**src/rtl/cie_pkg.sv**
```systemverilog
// Package: shared types, constants and byte-class helpers for the C identifier extractor.
`default_nettype none

package cie_pkg;

    localparam int LINE_BITS     = 16;
    localparam int OUT_LINE_BITS = 16;

    localparam logic [LINE_BITS-1:0]     LINE_ONE     = LINE_BITS'(1);
    localparam logic [LINE_BITS-1:0]     LINE_MAX     = {LINE_BITS{1'b1}};
    localparam logic [OUT_LINE_BITS-1:0] OUT_LINE_MAX = {OUT_LINE_BITS{1'b1}};

    localparam logic [7:0] CH_UNDER     = 8'h5F;  // '_'
    localparam logic [7:0] CH_SLASH     = 8'h2F;  // '/'
    localparam logic [7:0] CH_STAR      = 8'h2A;  // '*'
    localparam logic [7:0] CH_SQUOTE    = 8'h27;  // single quote
    localparam logic [7:0] CH_BACKSLASH = 8'h5C;  // backslash
    localparam logic [7:0] CH_DQUOTE    = 8'h22;  // double quote
    localparam logic [7:0] CH_NEWLINE   = 8'h0A;
    localparam logic [7:0] CH_DOT       = 8'h2E;

    typedef enum logic [12:0] {
        MODE_PLAIN      = 13'b0_0000_0000_0001,
        MODE_IDENT      = 13'b0_0000_0000_0010,
        MODE_IDENT_BS   = 13'b0_0000_0000_0100,
        MODE_NUMBER     = 13'b0_0000_0000_1000,
        MODE_SLASH      = 13'b0_0000_0001_0000,
        MODE_LINE_CMT   = 13'b0_0000_0010_0000,
        MODE_LINE_BS    = 13'b0_0000_0100_0000,
        MODE_BLOCK      = 13'b0_0000_1000_0000,
        MODE_BLOCK_STAR = 13'b0_0001_0000_0000,
        MODE_STRING     = 13'b0_0010_0000_0000,
        MODE_STRING_BS  = 13'b0_0100_0000_0000,
        MODE_CHAR       = 13'b0_1000_0000_0000,
        MODE_CHAR_BS    = 13'b1_0000_0000_0000
    } lex_mode_t;

    typedef struct packed {
        lex_mode_t            mode;
        logic [7:0]           held_byte;
        logic                 held_valid;
        logic [LINE_BITS-1:0] current_line;
        logic [LINE_BITS-1:0] start_line;
    } lex_state_t;

    typedef struct packed {
        logic                     valid;
        logic [7:0]               ident_byte;
        logic                     ident_last;
        logic [OUT_LINE_BITS-1:0] line_number;
    } lex_emit_t;

    localparam lex_state_t LEX_RESET = '{
        mode:         MODE_PLAIN,
        held_byte:    8'h00,
        held_valid:   1'b0,
        current_line: LINE_ONE,
        start_line:   LINE_ONE
    };

    function automatic logic is_letter(input logic [7:0] b);
        return (b >= 8'h61 && b <= 8'h7A) || (b >= 8'h41 && b <= 8'h5A) || b == CH_UNDER;
    endfunction

    function automatic logic is_digit(input logic [7:0] b);
        return b >= 8'h30 && b <= 8'h39;
    endfunction

    // Clamp an internal line count to the output field width.
    function automatic logic [OUT_LINE_BITS-1:0] out_line(input logic [LINE_BITS-1:0] l);
        logic [LINE_BITS+OUT_LINE_BITS-1:0] ext;
        ext = (LINE_BITS + OUT_LINE_BITS)'(l);
        if (ext > (LINE_BITS + OUT_LINE_BITS)'(OUT_LINE_MAX))
            return OUT_LINE_MAX;
        return ext[OUT_LINE_BITS-1:0];
    endfunction

endpackage

`default_nettype wire

```
**src/rtl/cie_text_if.sv**
```systemverilog
// Interfaces: source text channel and identifier byte channel.
`default_nettype none

interface cie_text_if;
    logic       valid;
    logic       ready;
    logic [7:0] text_byte;
    logic       end_of_text;

    modport source (output valid, output text_byte, output end_of_text, input ready);
    modport sink   (input valid, input text_byte, input end_of_text, output ready);
endinterface

interface cie_ident_if;
    logic                              valid;
    logic                              ready;
    logic [7:0]                        ident_byte;
    logic                              ident_last;
    logic [cie_pkg::OUT_LINE_BITS-1:0] line_number;

    modport source (output valid, output ident_byte, output ident_last,
                    output line_number, input ready);
    modport sink   (input valid, input ident_byte, input ident_last,
                    input line_number, output ready);
endinterface

`default_nettype wire

```
**src/rtl/cie_lexer_core.sv**
```systemverilog
// Lexer core: next-state and emit decision for one text byte.
`default_nettype none

module cie_lexer_core (
    input  wire cie_pkg::lex_state_t st,
    input  wire logic [7:0]          text_byte,
    input  wire logic                end_of_text,
    output cie_pkg::lex_state_t      nxt,
    output cie_pkg::lex_emit_t       emit
);

    logic is_let;
    logic is_dig;
    logic is_nl;
    logic do_plain;
    logic bump;

    assign is_let = cie_pkg::is_letter(text_byte);
    assign is_dig = cie_pkg::is_digit(text_byte);
    assign is_nl  = (text_byte == cie_pkg::CH_NEWLINE);

    always_comb
    begin
        nxt              = st;
        emit.valid       = 1'b0;
        emit.ident_byte  = st.held_byte;
        emit.ident_last  = 1'b0;
        emit.line_number = cie_pkg::out_line(st.start_line);
        do_plain         = 1'b0;
        bump             = 1'b0;

        if (end_of_text)
        begin
            // flush the held byte as last, then back to reset state
            emit.valid      = st.held_valid;
            emit.ident_last = 1'b1;
            nxt             = cie_pkg::LEX_RESET;
        end
        else
        begin
            case (st.mode)
                cie_pkg::MODE_IDENT:
                begin
                    if (is_let || is_dig)
                    begin
                        emit.valid     = 1'b1;
                        nxt.held_byte  = text_byte;
                        nxt.held_valid = 1'b1;
                    end
                    else if (text_byte == cie_pkg::CH_BACKSLASH)
                        nxt.mode = cie_pkg::MODE_IDENT_BS;
                    else
                    begin
                        emit.valid      = 1'b1;
                        emit.ident_last = 1'b1;
                        nxt.held_valid  = 1'b0;
                        do_plain        = 1'b1;
                    end
                end
                cie_pkg::MODE_IDENT_BS:
                begin
                    if (is_nl)
                    begin
                        bump     = 1'b1;
                        nxt.mode = cie_pkg::MODE_IDENT;
                    end
                    else
                    begin
                        emit.valid      = 1'b1;
                        emit.ident_last = 1'b1;
                        nxt.held_valid  = 1'b0;
                        do_plain        = 1'b1;
                    end
                end
                cie_pkg::MODE_NUMBER:
                begin
                    if (!(is_let || is_dig || text_byte == cie_pkg::CH_DOT))
                        do_plain = 1'b1;
                end
                cie_pkg::MODE_SLASH:
                begin
                    if (text_byte == cie_pkg::CH_STAR)
                        nxt.mode = cie_pkg::MODE_BLOCK;
                    else if (text_byte == cie_pkg::CH_SLASH)
                        nxt.mode = cie_pkg::MODE_LINE_CMT;
                    else
                        do_plain = 1'b1;
                end
                cie_pkg::MODE_LINE_CMT:
                begin
                    if (is_nl)
                    begin
                        bump     = 1'b1;
                        nxt.mode = cie_pkg::MODE_PLAIN;
                    end
                    else if (text_byte == cie_pkg::CH_BACKSLASH)
                        nxt.mode = cie_pkg::MODE_LINE_BS;
                end
                cie_pkg::MODE_LINE_BS:
                begin
                    if (is_nl)
                    begin
                        bump     = 1'b1;
                        nxt.mode = cie_pkg::MODE_LINE_CMT;
                    end
                    else if (text_byte != cie_pkg::CH_BACKSLASH)
                        nxt.mode = cie_pkg::MODE_LINE_CMT;
                end
                cie_pkg::MODE_BLOCK:
                begin
                    if (is_nl)
                        bump = 1'b1;
                    else if (text_byte == cie_pkg::CH_STAR)
                        nxt.mode = cie_pkg::MODE_BLOCK_STAR;
                end
                cie_pkg::MODE_BLOCK_STAR:
                begin
                    if (text_byte == cie_pkg::CH_SLASH)
                        nxt.mode = cie_pkg::MODE_PLAIN;
                    else if (text_byte != cie_pkg::CH_STAR)
                    begin
                        bump     = is_nl;
                        nxt.mode = cie_pkg::MODE_BLOCK;
                    end
                end
                cie_pkg::MODE_STRING:
                begin
                    if (text_byte == cie_pkg::CH_DQUOTE)
                        nxt.mode = cie_pkg::MODE_PLAIN;
                    else if (text_byte == cie_pkg::CH_BACKSLASH)
                        nxt.mode = cie_pkg::MODE_STRING_BS;
                    else
                        bump = is_nl;
                end
                cie_pkg::MODE_CHAR:
                begin
                    if (text_byte == cie_pkg::CH_SQUOTE)
                        nxt.mode = cie_pkg::MODE_PLAIN;
                    else if (text_byte == cie_pkg::CH_BACKSLASH)
                        nxt.mode = cie_pkg::MODE_CHAR_BS;
                    else
                        bump = is_nl;
                end
                cie_pkg::MODE_STRING_BS:
                begin
                    bump     = is_nl;
                    nxt.mode = cie_pkg::MODE_STRING;
                end
                cie_pkg::MODE_CHAR_BS:
                begin
                    bump     = is_nl;
                    nxt.mode = cie_pkg::MODE_CHAR;
                end
                default:
                    do_plain = 1'b1;
            endcase

            // byte handled as plain code
            if (do_plain)
            begin
                if (is_let)
                begin
                    nxt.held_byte  = text_byte;
                    nxt.held_valid = 1'b1;
                    nxt.start_line = st.current_line;
                    nxt.mode       = cie_pkg::MODE_IDENT;
                end
                else if (is_dig)
                    nxt.mode = cie_pkg::MODE_NUMBER;
                else if (text_byte == cie_pkg::CH_SLASH)
                    nxt.mode = cie_pkg::MODE_SLASH;
                else if (text_byte == cie_pkg::CH_DQUOTE)
                    nxt.mode = cie_pkg::MODE_STRING;
                else if (text_byte == cie_pkg::CH_SQUOTE)
                    nxt.mode = cie_pkg::MODE_CHAR;
                else
                begin
                    bump     = is_nl;
                    nxt.mode = cie_pkg::MODE_PLAIN;
                end
            end

            // saturating line count
            if (bump && st.current_line != cie_pkg::LINE_MAX)
                nxt.current_line = st.current_line + cie_pkg::LINE_ONE;
        end
    end

endmodule

`default_nettype wire

```
**src/rtl/c_identifier_extractor_top.sv**
```systemverilog
// Top level of the C identifier extractor: state registers, output register, handshakes.
//
// Usage:
//   text  : sink channel, one source byte (text_byte) per transaction. A transaction
//           with end_of_text high closes the text; its text_byte is ignored, any held
//           identifier byte is flushed flagged last, and line count and lexer mode
//           return to their reset values.
//   ident : source channel, one identifier character per transaction, with
//           ident_last on the final character and line_number = line (from 1,
//           saturating at 65535) where the identifier began.
// Throughput: one text transaction per cycle unless ident stalls. The lexer state
// updates in the cycle of acceptance; the decision is one short combinational pass.
// Output: a result is registered and shows on ident in the cycle after the text
// transaction that releases it. Each identifier byte is held until a later byte
// shows whether it ends the identifier, so each byte of an identifier appears on
// ident only with a later text transaction than its own.
// Stall: text.ready is high while the output register is empty or being taken
// in the same cycle; while ident is stalled with a result waiting, text stalls.
// Reset: rst_n (async, active low) clears lexer mode to plain code, drops the
// held byte, sets the line counters to 1 and empties the output register.
`default_nettype none

module c_identifier_extractor_top (
    input  wire logic  clk,
    input  wire logic  rst_n,
    cie_text_if.sink   text,
    cie_ident_if.source ident
);

    cie_pkg::lex_state_t state_reg;
    cie_pkg::lex_state_t state_next;
    cie_pkg::lex_emit_t  emit;

    logic                              out_valid_reg;
    logic                              out_valid_next;
    logic [7:0]                        out_byte_reg;
    logic                              out_last_reg;
    logic [cie_pkg::OUT_LINE_BITS-1:0] out_line_reg;

    logic text_accept;

    cie_lexer_core u_core (
        .st          (state_reg),
        .text_byte   (text.text_byte),
        .end_of_text (text.end_of_text),
        .nxt         (state_next),
        .emit        (emit)
    );

    // Output register frees up when empty or consumed this cycle.
    assign text.ready  = !out_valid_reg || ident.ready;
    assign text_accept = text.valid && text.ready;

    always_comb
    begin
        if (text_accept)
            out_valid_next = emit.valid;
        else if (ident.ready)
            out_valid_next = 1'b0;
        else
            out_valid_next = out_valid_reg;
    end

    always_ff @(posedge clk or negedge rst_n)
    begin
        if (!rst_n)
        begin
            state_reg     <= cie_pkg::LEX_RESET;
            out_valid_reg <= 1'b0;
        end
        else
        begin
            out_valid_reg <= out_valid_next;
            if (text_accept)
                state_reg <= state_next;
        end
    end

    // Result payload, loaded only with a new result.
    always_ff @(posedge clk)
    begin
        if (text_accept && emit.valid)
        begin
            out_byte_reg <= emit.ident_byte;
            out_last_reg <= emit.ident_last;
            out_line_reg <= emit.line_number;
        end
    end

    assign ident.valid       = out_valid_reg;
    assign ident.ident_byte  = out_byte_reg;
    assign ident.ident_last  = out_last_reg;
    assign ident.line_number = out_line_reg;

    // A held byte exists only while inside an identifier.
    a_held_in_ident: assert property (@(posedge clk) disable iff (!rst_n)
        state_reg.held_valid |->
            (state_reg.mode == cie_pkg::MODE_IDENT || state_reg.mode == cie_pkg::MODE_IDENT_BS))
        else $error("held byte outside identifier mode");

    // End of text leaves the lexer in its reset state.
    a_eot_reset: assert property (@(posedge clk) disable iff (!rst_n)
        (text_accept && text.end_of_text) |=>
            (state_reg.mode == cie_pkg::MODE_PLAIN && !state_reg.held_valid
             && state_reg.current_line == cie_pkg::LINE_ONE))
        else $error("end of text did not restore reset state");

    // Line count never goes backward within a text.
    a_line_monotonic: assert property (@(posedge clk) disable iff (!rst_n)
        (text_accept && !text.end_of_text) |=>
            (state_reg.current_line >= $past(state_reg.current_line)))
        else $error("line count decreased");

    // Input stalls only behind a waiting result.
    a_stall_cause: assert property (@(posedge clk) disable iff (!rst_n)
        !text.ready |-> (ident.valid && !ident.ready))
        else $error("text stalled without a pending result");

endmodule

`default_nettype wire
```
**src/flat_wrapper.sv**
```systemverilog
// flat-port wrapper written by rule: the top's interface ports become plain ports
module c_identifier_extractor_top_flat 
  (clk, rst_n, text_valid, text_text_byte, text_end_of_text, text_ready, ident_valid, ident_ident_byte, ident_ident_last, ident_line_number, ident_ready);
  cie_text_if text_i ();
  cie_ident_if ident_i ();
  input  wire logic clk;
  input  wire logic rst_n;
  input wire logic [$bits(text_i.valid)-1:0] text_valid;
  input wire logic [$bits(text_i.text_byte)-1:0] text_text_byte;
  input wire logic [$bits(text_i.end_of_text)-1:0] text_end_of_text;
  output wire logic [$bits(text_i.ready)-1:0] text_ready;
  output wire logic [$bits(ident_i.valid)-1:0] ident_valid;
  output wire logic [$bits(ident_i.ident_byte)-1:0] ident_ident_byte;
  output wire logic [$bits(ident_i.ident_last)-1:0] ident_ident_last;
  output wire logic [$bits(ident_i.line_number)-1:0] ident_line_number;
  input wire logic [$bits(ident_i.ready)-1:0] ident_ready;
  assign text_i.valid = text_valid;
  assign text_i.text_byte = text_text_byte;
  assign text_i.end_of_text = text_end_of_text;
  assign text_ready = text_i.ready;
  assign ident_valid = ident_i.valid;
  assign ident_ident_byte = ident_i.ident_byte;
  assign ident_ident_last = ident_i.ident_last;
  assign ident_line_number = ident_i.line_number;
  assign ident_i.ready = ident_ready;
  c_identifier_extractor_top u_core (.clk(clk), .rst_n(rst_n), .text(text_i), .ident(ident_i));
endmodule
```
**config.mk**
```make
export PLATFORM = sky130hd
export DESIGN_NAME = c_identifier_extractor_top_flat
export DESIGN_NICKNAME = d
export VERILOG_FILES = /design/src/rtl/cie_pkg.sv /design/src/rtl/cie_text_if.sv /design/src/rtl/cie_lexer_core.sv /design/src/rtl/c_identifier_extractor_top.sv /design/src/flat_wrapper.sv
export SDC_FILE = /design/constraint.sdc
export NUM_CORES = 1
export LEC_CHECK = 0
export ABC_AREA = 1
export ABC_CLOCK_PERIOD_IN_PS = 3300
export CELL_PAD_IN_SITES_DETAIL_PLACEMENT = 0
export CELL_PAD_IN_SITES_GLOBAL_PLACEMENT = 2
export CORE_MARGIN = 10
export CORE_UTILIZATION = 38
export CTS_CLUSTER_SIZE = 20
export DETAILED_ROUTE_END_ITERATION = 6
export DONT_BUFFER_PORTS = 1
export MAX_ROUTING_LAYER = met4
export PLACE_DENSITY_LB_ADDON = 0.1
export SYNTH_ARGS = -nofsm -noshare
export SYNTH_HDL_FRONTEND = slang
export SYNTH_SLANG_ARGS = --single-unit
```
**constraint.sdc**
```tcl
create_clock -name clk -period 3.3 [get_ports clk]
set_clock_uncertainty 0.1 [all_clocks]
set_input_delay 0.165 -clock clk [delete_from_list [all_inputs] [get_ports clk]]
set_output_delay 0.165 -clock clk [all_outputs]
set_load 0.01 [all_outputs]
```
==> flow_summary.ini, run 1 <==
[synth]
yosysWarnings = 0
syn-num-nets = 582
synth_edf_count = 25
synth_seq_cells = 80
ys.flop_type = dfrtp_1
netlist_area_sq_um = 4480
synth_seq_area_share_pct = 47.6
synth.avg_cell_area_sq_um = 7.88
async_flop_share_pct = 68.8
synthDistinctLibCells = 39
syn_inst = 568

[critical_path]
cp-end-kind = register
r2r-start = u_core.state_reg[51]
rrSetupSlack_ns = 0.56
cp.arrival_ns = 2.92
crit_fanout = 15
rr_worst_depth = 13
rr_endpoint = u_core.state_reg[3]
crit_type = reg -> reg
worst_setup_path_start_kind = register
worstPathRequired_ns = 3.48

[cts]
insertion_delay_ns = 0.34
htree_levels = 3
post_cts_buffers = 0
ctsResizeCount = 0
cts_buffers = 9
cts_sinks = 80
clk_pin_slew_ns = 0.07
clock-root-buffer = clkbuf_16
cts_tree = yes
cts_buffer_depth = 2

[finish]
largest_register_ffs = 54
finalNetCount = 598
multi_input_area_sq_um = 1990
area_growth_pct = 12.4
drive_gt1_share_pct = 12.4
fillers = 1160
regArea_sq_um = 2130
fin_area_sq_um = 5030
insertedDiodeCount = 0

[die]
die_area_sq_um = 16500
ioPinCount = 40
die_x_microns = 129
num_rows = 39
initial_core_util_pct = 39.0
die_y_microns = 129
coreArea_sq_um = 11500

[timing]
relSlewSlack_pct = 60.2
fin_crit_ns = 2.74
rsz0062_at_grt = no
worst_pin_slew_ns = 0.596
setup_viol = 0
min_period_over_period_pct = 83.0
final-hold-violation-count = 0
maxSlewViolCount = 0
fmax_mhz = 365
finalSetupTns_ns = 0

[power]
powerDensity_nw_per_um2 = 543
vdd.ir_drop.worst_mv = 0.323
p_leak_nw = 2.40

[run_status]
run_status = finished clean

[place]
dpl_cell_area_sq_um = 4630
gp_congestion = 0.824
hpwlAfterDp_mm = 8.33
io_buffers = 0

[worst_hold_path]
holdPathEnd = u_core.state_reg[44]
hold_path_class = in -> reg
hold_depth = 5
hp-start = text_text_byte[7]

[route]
drtPass1Iterations = 4
dr_total_vias = 3668
antenna_left = 0
drt_iter0_markers = 261
drt-wirelength-per-cell_microns = 15.8
wirelength_mm = 11.5
drc_errors = 0
via_per_inst = 5.01

[grt]
grt_pass1_vias = 3643
track_usage_pct = 14.9
gr-total-overflow = 0
grt_pass1_wl_mm = 19.0
grt_max_degree = 56
antenna_found_initial = 0

[flow_run]
cap_violations = 0
==> cell type report <==
cell class,instances,area share (%)
flip-flops and latches,80,42.3
well taps,143,3.56
clock inverters,7,1.67
clock buffers,9,4.48
repair buffers,15,2.98
inverters,74,5.52
multi-input cells,404,39.5
==> power breakdown <==
group | switching (mW) | leakage (nW) | internal [mW]
logic | 0.382 | 1.27 | 0.159
clock network | 0.437 | 0.149 | 0.601
registers | 0.0559 | 0.989 | 1.10
total | 0.875 | 2.40 | 1.86
==> cells in the mapped netlist, types with 2 or more instances <==
| master | instances | area, sq um |
|---|---|---|
| a21oi_1 | 17 | 85.1 |
| a31oi_1 | 2 | 12.5 |
| buf_2 | 2 | 10.0 |
| buf_6 | 4 | 45.0 |
| clkbuf_1 | 3 | 11.3 |
| dfrtp_1 | 52 | 1300 |
| dfstp_2 | 3 | 78.8 |
| edfxtp_1 | 25 | 751 |
| inv_1 | 67 | 251 |
| inv_2 | 6 | 22.5 |
| nand2_1 | 170 | 638 |
| nand2_2 | 7 | 43.8 |
| nand2_4 | 4 | 45.0 |
| nand3_1 | 56 | 280 |
| nand3_2 | 4 | 40.0 |
| nand3b_1 | 7 | 52.6 |
| nand3b_4 | 2 | 40.0 |
| nand4_1 | 17 | 106 |
| nor2_1 | 43 | 161 |
| nor2_2 | 11 | 68.8 |
| nor2_4 | 5 | 56.3 |
| nor3_1 | 14 | 70.1 |
| o21ai_0 | 20 | 100 |
| o21ai_1 | 11 | 55.1 |
| or2_2 | 2 | 12.5 |
==> stage by stage <==
| stage | power (mW) | util [%] | hold slack [ns] | instances | setup WS (ns) |
|---|---|---|---|---|---|
| after floorplan | 1.59 | - | -0.231 | 568 | 1.01 |
| after global placement | 1.68 | 40.3 | -0.228 | 708 | 0.550 |
| after detailed placement | 1.69 | 40.3 | -0.227 | 708 | 0.482 |
| after CTS | 2.77 | 43.9 | 0.00480 | 732 | 0.461 |
| after global routing | 2.89 | 43.9 | 0.0463 | 732 | 0.183 |
| final | 2.73 | 43.9 | 0.0156 | 732 | 0.561 |
==> worst max-delay path, stage by stage (launching register included) <==
cell and delay, ns:
dfrtp_1 0.43, nor2_4 0.19, nand2_4 0.07, nor2_4 0.33
nand2_2 0.15, nor2_4 0.13, nand2_2 0.10, nor2_1 0.11
nor2_1 0.06, nand3_2 0.15, nand2_4 0.13, nor3_4 0.48
nand2_1 0.14, nand2_1 0.09
==> metal layers <==
metal  up-vias  routed length [microns]  GRT usage, %
met1      1696                     6010          20.1
li1       1890                        -             -
met2        70                     4850          21.0
met3        12                      505          3.66
met4         0                      170          5.83
met5         -                        0             -
==> cells in the final DEF, fill, tap and decap left out, types with 4 or more instances in the layout <==
| cell type | synthesis | final |
|---|---|---|
| nand2_1 | 170 | 170 |
| inv_1 | 67 | 67 |
| nand3_1 | 56 | 56 |
| dfrtp_1 | 52 | 52 |
| nor2_1 | 43 | 43 |
| edfxtp_1 | 25 | 25 |
| o21ai_0 | 20 | 20 |
| nand4_1 | 17 | 17 |
| a21oi_1 | 17 | 17 |
| nor3_1 | 14 | 14 |
| nor2_2 | 11 | 11 |
| o21ai_1 | 11 | 11 |
| clkbuf_16 | 0 | 9 |
| nand2_2 | 7 | 7 |
| nand3b_1 | 7 | 7 |
| dlygate4sd3_1 | 0 | 7 |
| buf_4 | 0 | 7 |
| inv_2 | 6 | 6 |
| nor2_4 | 5 | 5 |
| nand2_4 | 4 | 4 |
| nand3_2 | 4 | 4 |
==> kinds of logic after synthesis <==
logic type | Yosys count | share of synthesized area (%)
AND/OR/NAND/NOR | 347 | 37.4
buffers and inverters | 84 | 8.02
flip-flops | 80 | 47.6
AO/OA/AOI/OAI | 55 | 6.51
XOR/XNOR | 1 | 0.196
adder cells (fa/ha/maj) | 1 | 0.280
==> repair_timing <==
action,4_1_cts,5_1_grt
endpoints found under the setup margin,0,0
hold endpoints to repair,81,0
hold buffers,8,0
==> worst max-delay path by stage <==
stage	start	to	slack (ns)	cells past startpoint
final	u_core.state_reg[51]	u_core.state_reg[3]	0.56	13
after global routing	u_core.state_reg[51]	u_core.state_reg[1]	0.18	13
after CTS	u_core.state_reg[51]	u_core.state_reg[3]	0.46	13
after detailed placement	u_core.state_reg[51]	u_core.state_reg[3]	0.48	13
after global placement	u_core.state_reg[51]	u_core.state_reg[3]	0.55	13
after floorplan	u_core.state_reg[51]	u_core.ident.ident_byte[0]	1.01	12
(Power assumes the default switching activity.)
==> run 2: changes to the inputs <==
ABC_AREA = 0   (was 1)
ABC_CLOCK_PERIOD_IN_PS = 2600   (was 3300)
CORE_UTILIZATION = 42   (was 38)
clock period = 2.6 ns   (was 3.3 ns; I/O delays follow)
==> flow_summary.ini, run 2 <==
[critical_path]
cp.arrival_ns = 2.89
cp-end-kind = register
worst_setup_path_start_kind = register
worstPathRequired_ns = 2.74
crit_type = reg -> reg
crit_start = u_core.state_reg[41]
r2r-start = u_core.state_reg[41]
crit_fanout = 5

[synth]
yosys.area.top_type = dfrtp_1
yosysMostFrequentCell = dfrtp_1
ys.flop_type = dfrtp_1
synthDistinctLibCells = 65
yosys.area.top_type_share_pct = 30.9
netlist_area_sq_um = 4210
yosys-top-cells-area = dfrtp_1 31%, edfxtp_1 18%, a22o_1 4.6%
synth_seq_cells = 80
yosysWarnings = 0
async_flop_share_pct = 68.8
synth_edf_count = 25
synth.avg_cell_area_sq_um = 10.8
syn-num-nets = 403
syn_inst = 389
synth_seq_area_share_pct = 50.6
synth_common_cells = 52 x dfrtp_1, 36 x nor2_1, 25 x edfxtp_1, 25 x nand2_1

[finish]
insertedDiodeCount = 0
final_cell_mix = 77 x buf_4, 43 x dfrtp_1, 35 x nor2_1
drive_gt1_share_pct = 38.2
finalNetCount = 504
post-route-util_pct = 59.9
final_common_cell = buf_4
fin_area_sq_um = 5850
area_growth_pct = 39.1
fillers = 854
largest_register_ffs = 54

[place]
dpl_cell_area_sq_um = 4850
hpwlAfterDp_mm = 8.50
io_buffers = 0
gp_congestion = 0.935
preCtsSetupSlack_ns = -0.242

[timing]
rsz0062_at_grt = yes
maxSlewViolCount = 0
finalSetupTns_ns = -1.70
min_period_over_period_pct = 106
setup_viol = 20
relSlewSlack_pct = 61.5
fin_crit_ns = 2.75
final-hold-violation-count = 0
fmax_mhz = 363
worst_pin_slew_ns = 0.576
setup_slack_ns = -0.153

[grt]
track_usage_pct = 17.1
grt_pass1_vias = 3365
grt_max_degree = 56
grt_pass1_wl_mm = 19.0
antenna_found_initial = 0
gr-total-overflow = 0

[cts]
cts_buffer_depth = 2
insertion_delay_ns = 0.35
htree_levels = 3
cts_tree = yes
clock-root-buffer = clkbuf_8
clk_pin_slew_ns = 0.09
cts_buffers = 9
cts_sinks = 80

[power]
p_leak_nw = 2.45
power_mw = 2.97
vdd.ir_drop.worst_mv = 0.317
powerDensity_nw_per_um2 = 507

[route]
antenna_left = 0
via_per_inst = 5.61
wirelength_mm = 12.5
drc_errors = 0
dr.max_layer_used = met4
dr_wl_met3_microns = 647
met1Wirelength_mm = 5.69
route.met2.wl_mm = 5.83
drt_iter0_markers = 265
drt-wirelength-per-cell_microns = 19.8
dr_total_vias = 3521
drtPass1Iterations = 4

[flow_run]
cap_violations = 0

[run_status]
run_status = finished, violations left
failed_checks = negative setup slack

[die]
die_area_sq_um = 14400
ioPinCount = 40
die_x_microns = 120
initial_core_util_pct = 43.1
num_rows = 36
die_y_microns = 120
coreArea_sq_um = 9770

[worst_hold_path]
hp-start = text_end_of_text
hold_path_class = in -> reg
==> run 2: cell types whose count changed after synthesis, moves of 9 or more <==
cell / delta
a22o_1: +22
o21ai_1: -11
nand2_1: -145
xnor2_1: +13
inv_1: -60
a21oi_1: -13
o21ai_0: -12
buf_2: +11
and3_1: +9
nor2_2: -11
nand3_1: -40
==> run 2: logic make-up after synthesis <==
family / share of synthesized area (%)
AO/OA/AOI/OAI: 13.4
adder cells (fa/ha/maj): 0.297
multiplexers: 4.13
flip-flops: 50.6
buffers and inverters: 3.78
XOR/XNOR: 3.95
AND/OR/NAND/NOR: 23.8
==> run 2: power by group <==
group | switching (mW) | total [mW] | internal, mW
combinational | 0.188 | 0.380 | 0.192
clock | 0.521 | 1.18 | 0.662
sequential | 0.0480 | 1.40 | 1.36
==> run 2: through the flow <==
step,hold slack [ns],cells
final,0.0170,628
after detailed placement,-0.263,567
after CTS,0.00391,610
after floorplan,-0.266,389
after global routing,0.00699,628
after global placement,-0.264,567
==> run 2: critical path, cell delays in order, from the launching register on <==
cell       delay (ns)
dfstp_2          0.41
buf_6            0.12
or4_4            0.56
nor4b_4          0.33
a2111o_1         0.19
o2111ai_2        0.16
a21oi_2          0.21
buf_12           0.14
buf_12           0.13
mux2_4           0.29
==> run 2: what timing repair did <==
action / 4_1_cts / 5_1_grt
buffers inserted: 17 / 13
gates cloned: 0 / 4
endpoints found under the setup margin: 61 / 63
pin swaps: 10 / 13
gates resized for setup: 16 / 56
hold endpoints to repair: 69 / 1
hold buffers: 10 / 1
==> run 2: worst paths after layout <==
path | endpoint | slack [ns] | cells past startpoint
setup / recovery | u_core.state_reg[47] | -0.15 | 9
hold / removal | u_core.ident.valid | 0.02 | 2
setup reg to reg | u_core.state_reg[47] | -0.15 | 9
hold reg to reg | u_core.ident.ident_byte[7] | 0.36 | 0
max in group asynchronous | u_core.state_reg[41] | 1.90 | 2
min in group asynchronous | u_core.ident.valid | 0.21 | 2
==> run 2: per-layer routing <==
metal	vias to the layer above	track usage (%)
li1	1672	-
met1	1738	22.3
met2	92	25.3
met3	19	4.27
met4	0	5.66
met5	-	-
==> run 2: area by class of cell <==
| class | instances | area (sq um) | area share (%) |
|---|---|---|---|
| repair buffers | 115 | 1080 | 18.4 |
| well taps | 133 | 166 | 2.84 |
| flip-flops and latches | 80 | 2140 | 36.6 |
| inverters | 7 | 26.3 | 0.449 |
| clock buffers | 9 | 124 | 2.12 |
| clock inverters | 7 | 133 | 2.27 |
| multi-input cells | 277 | 2190 | 37.3 |
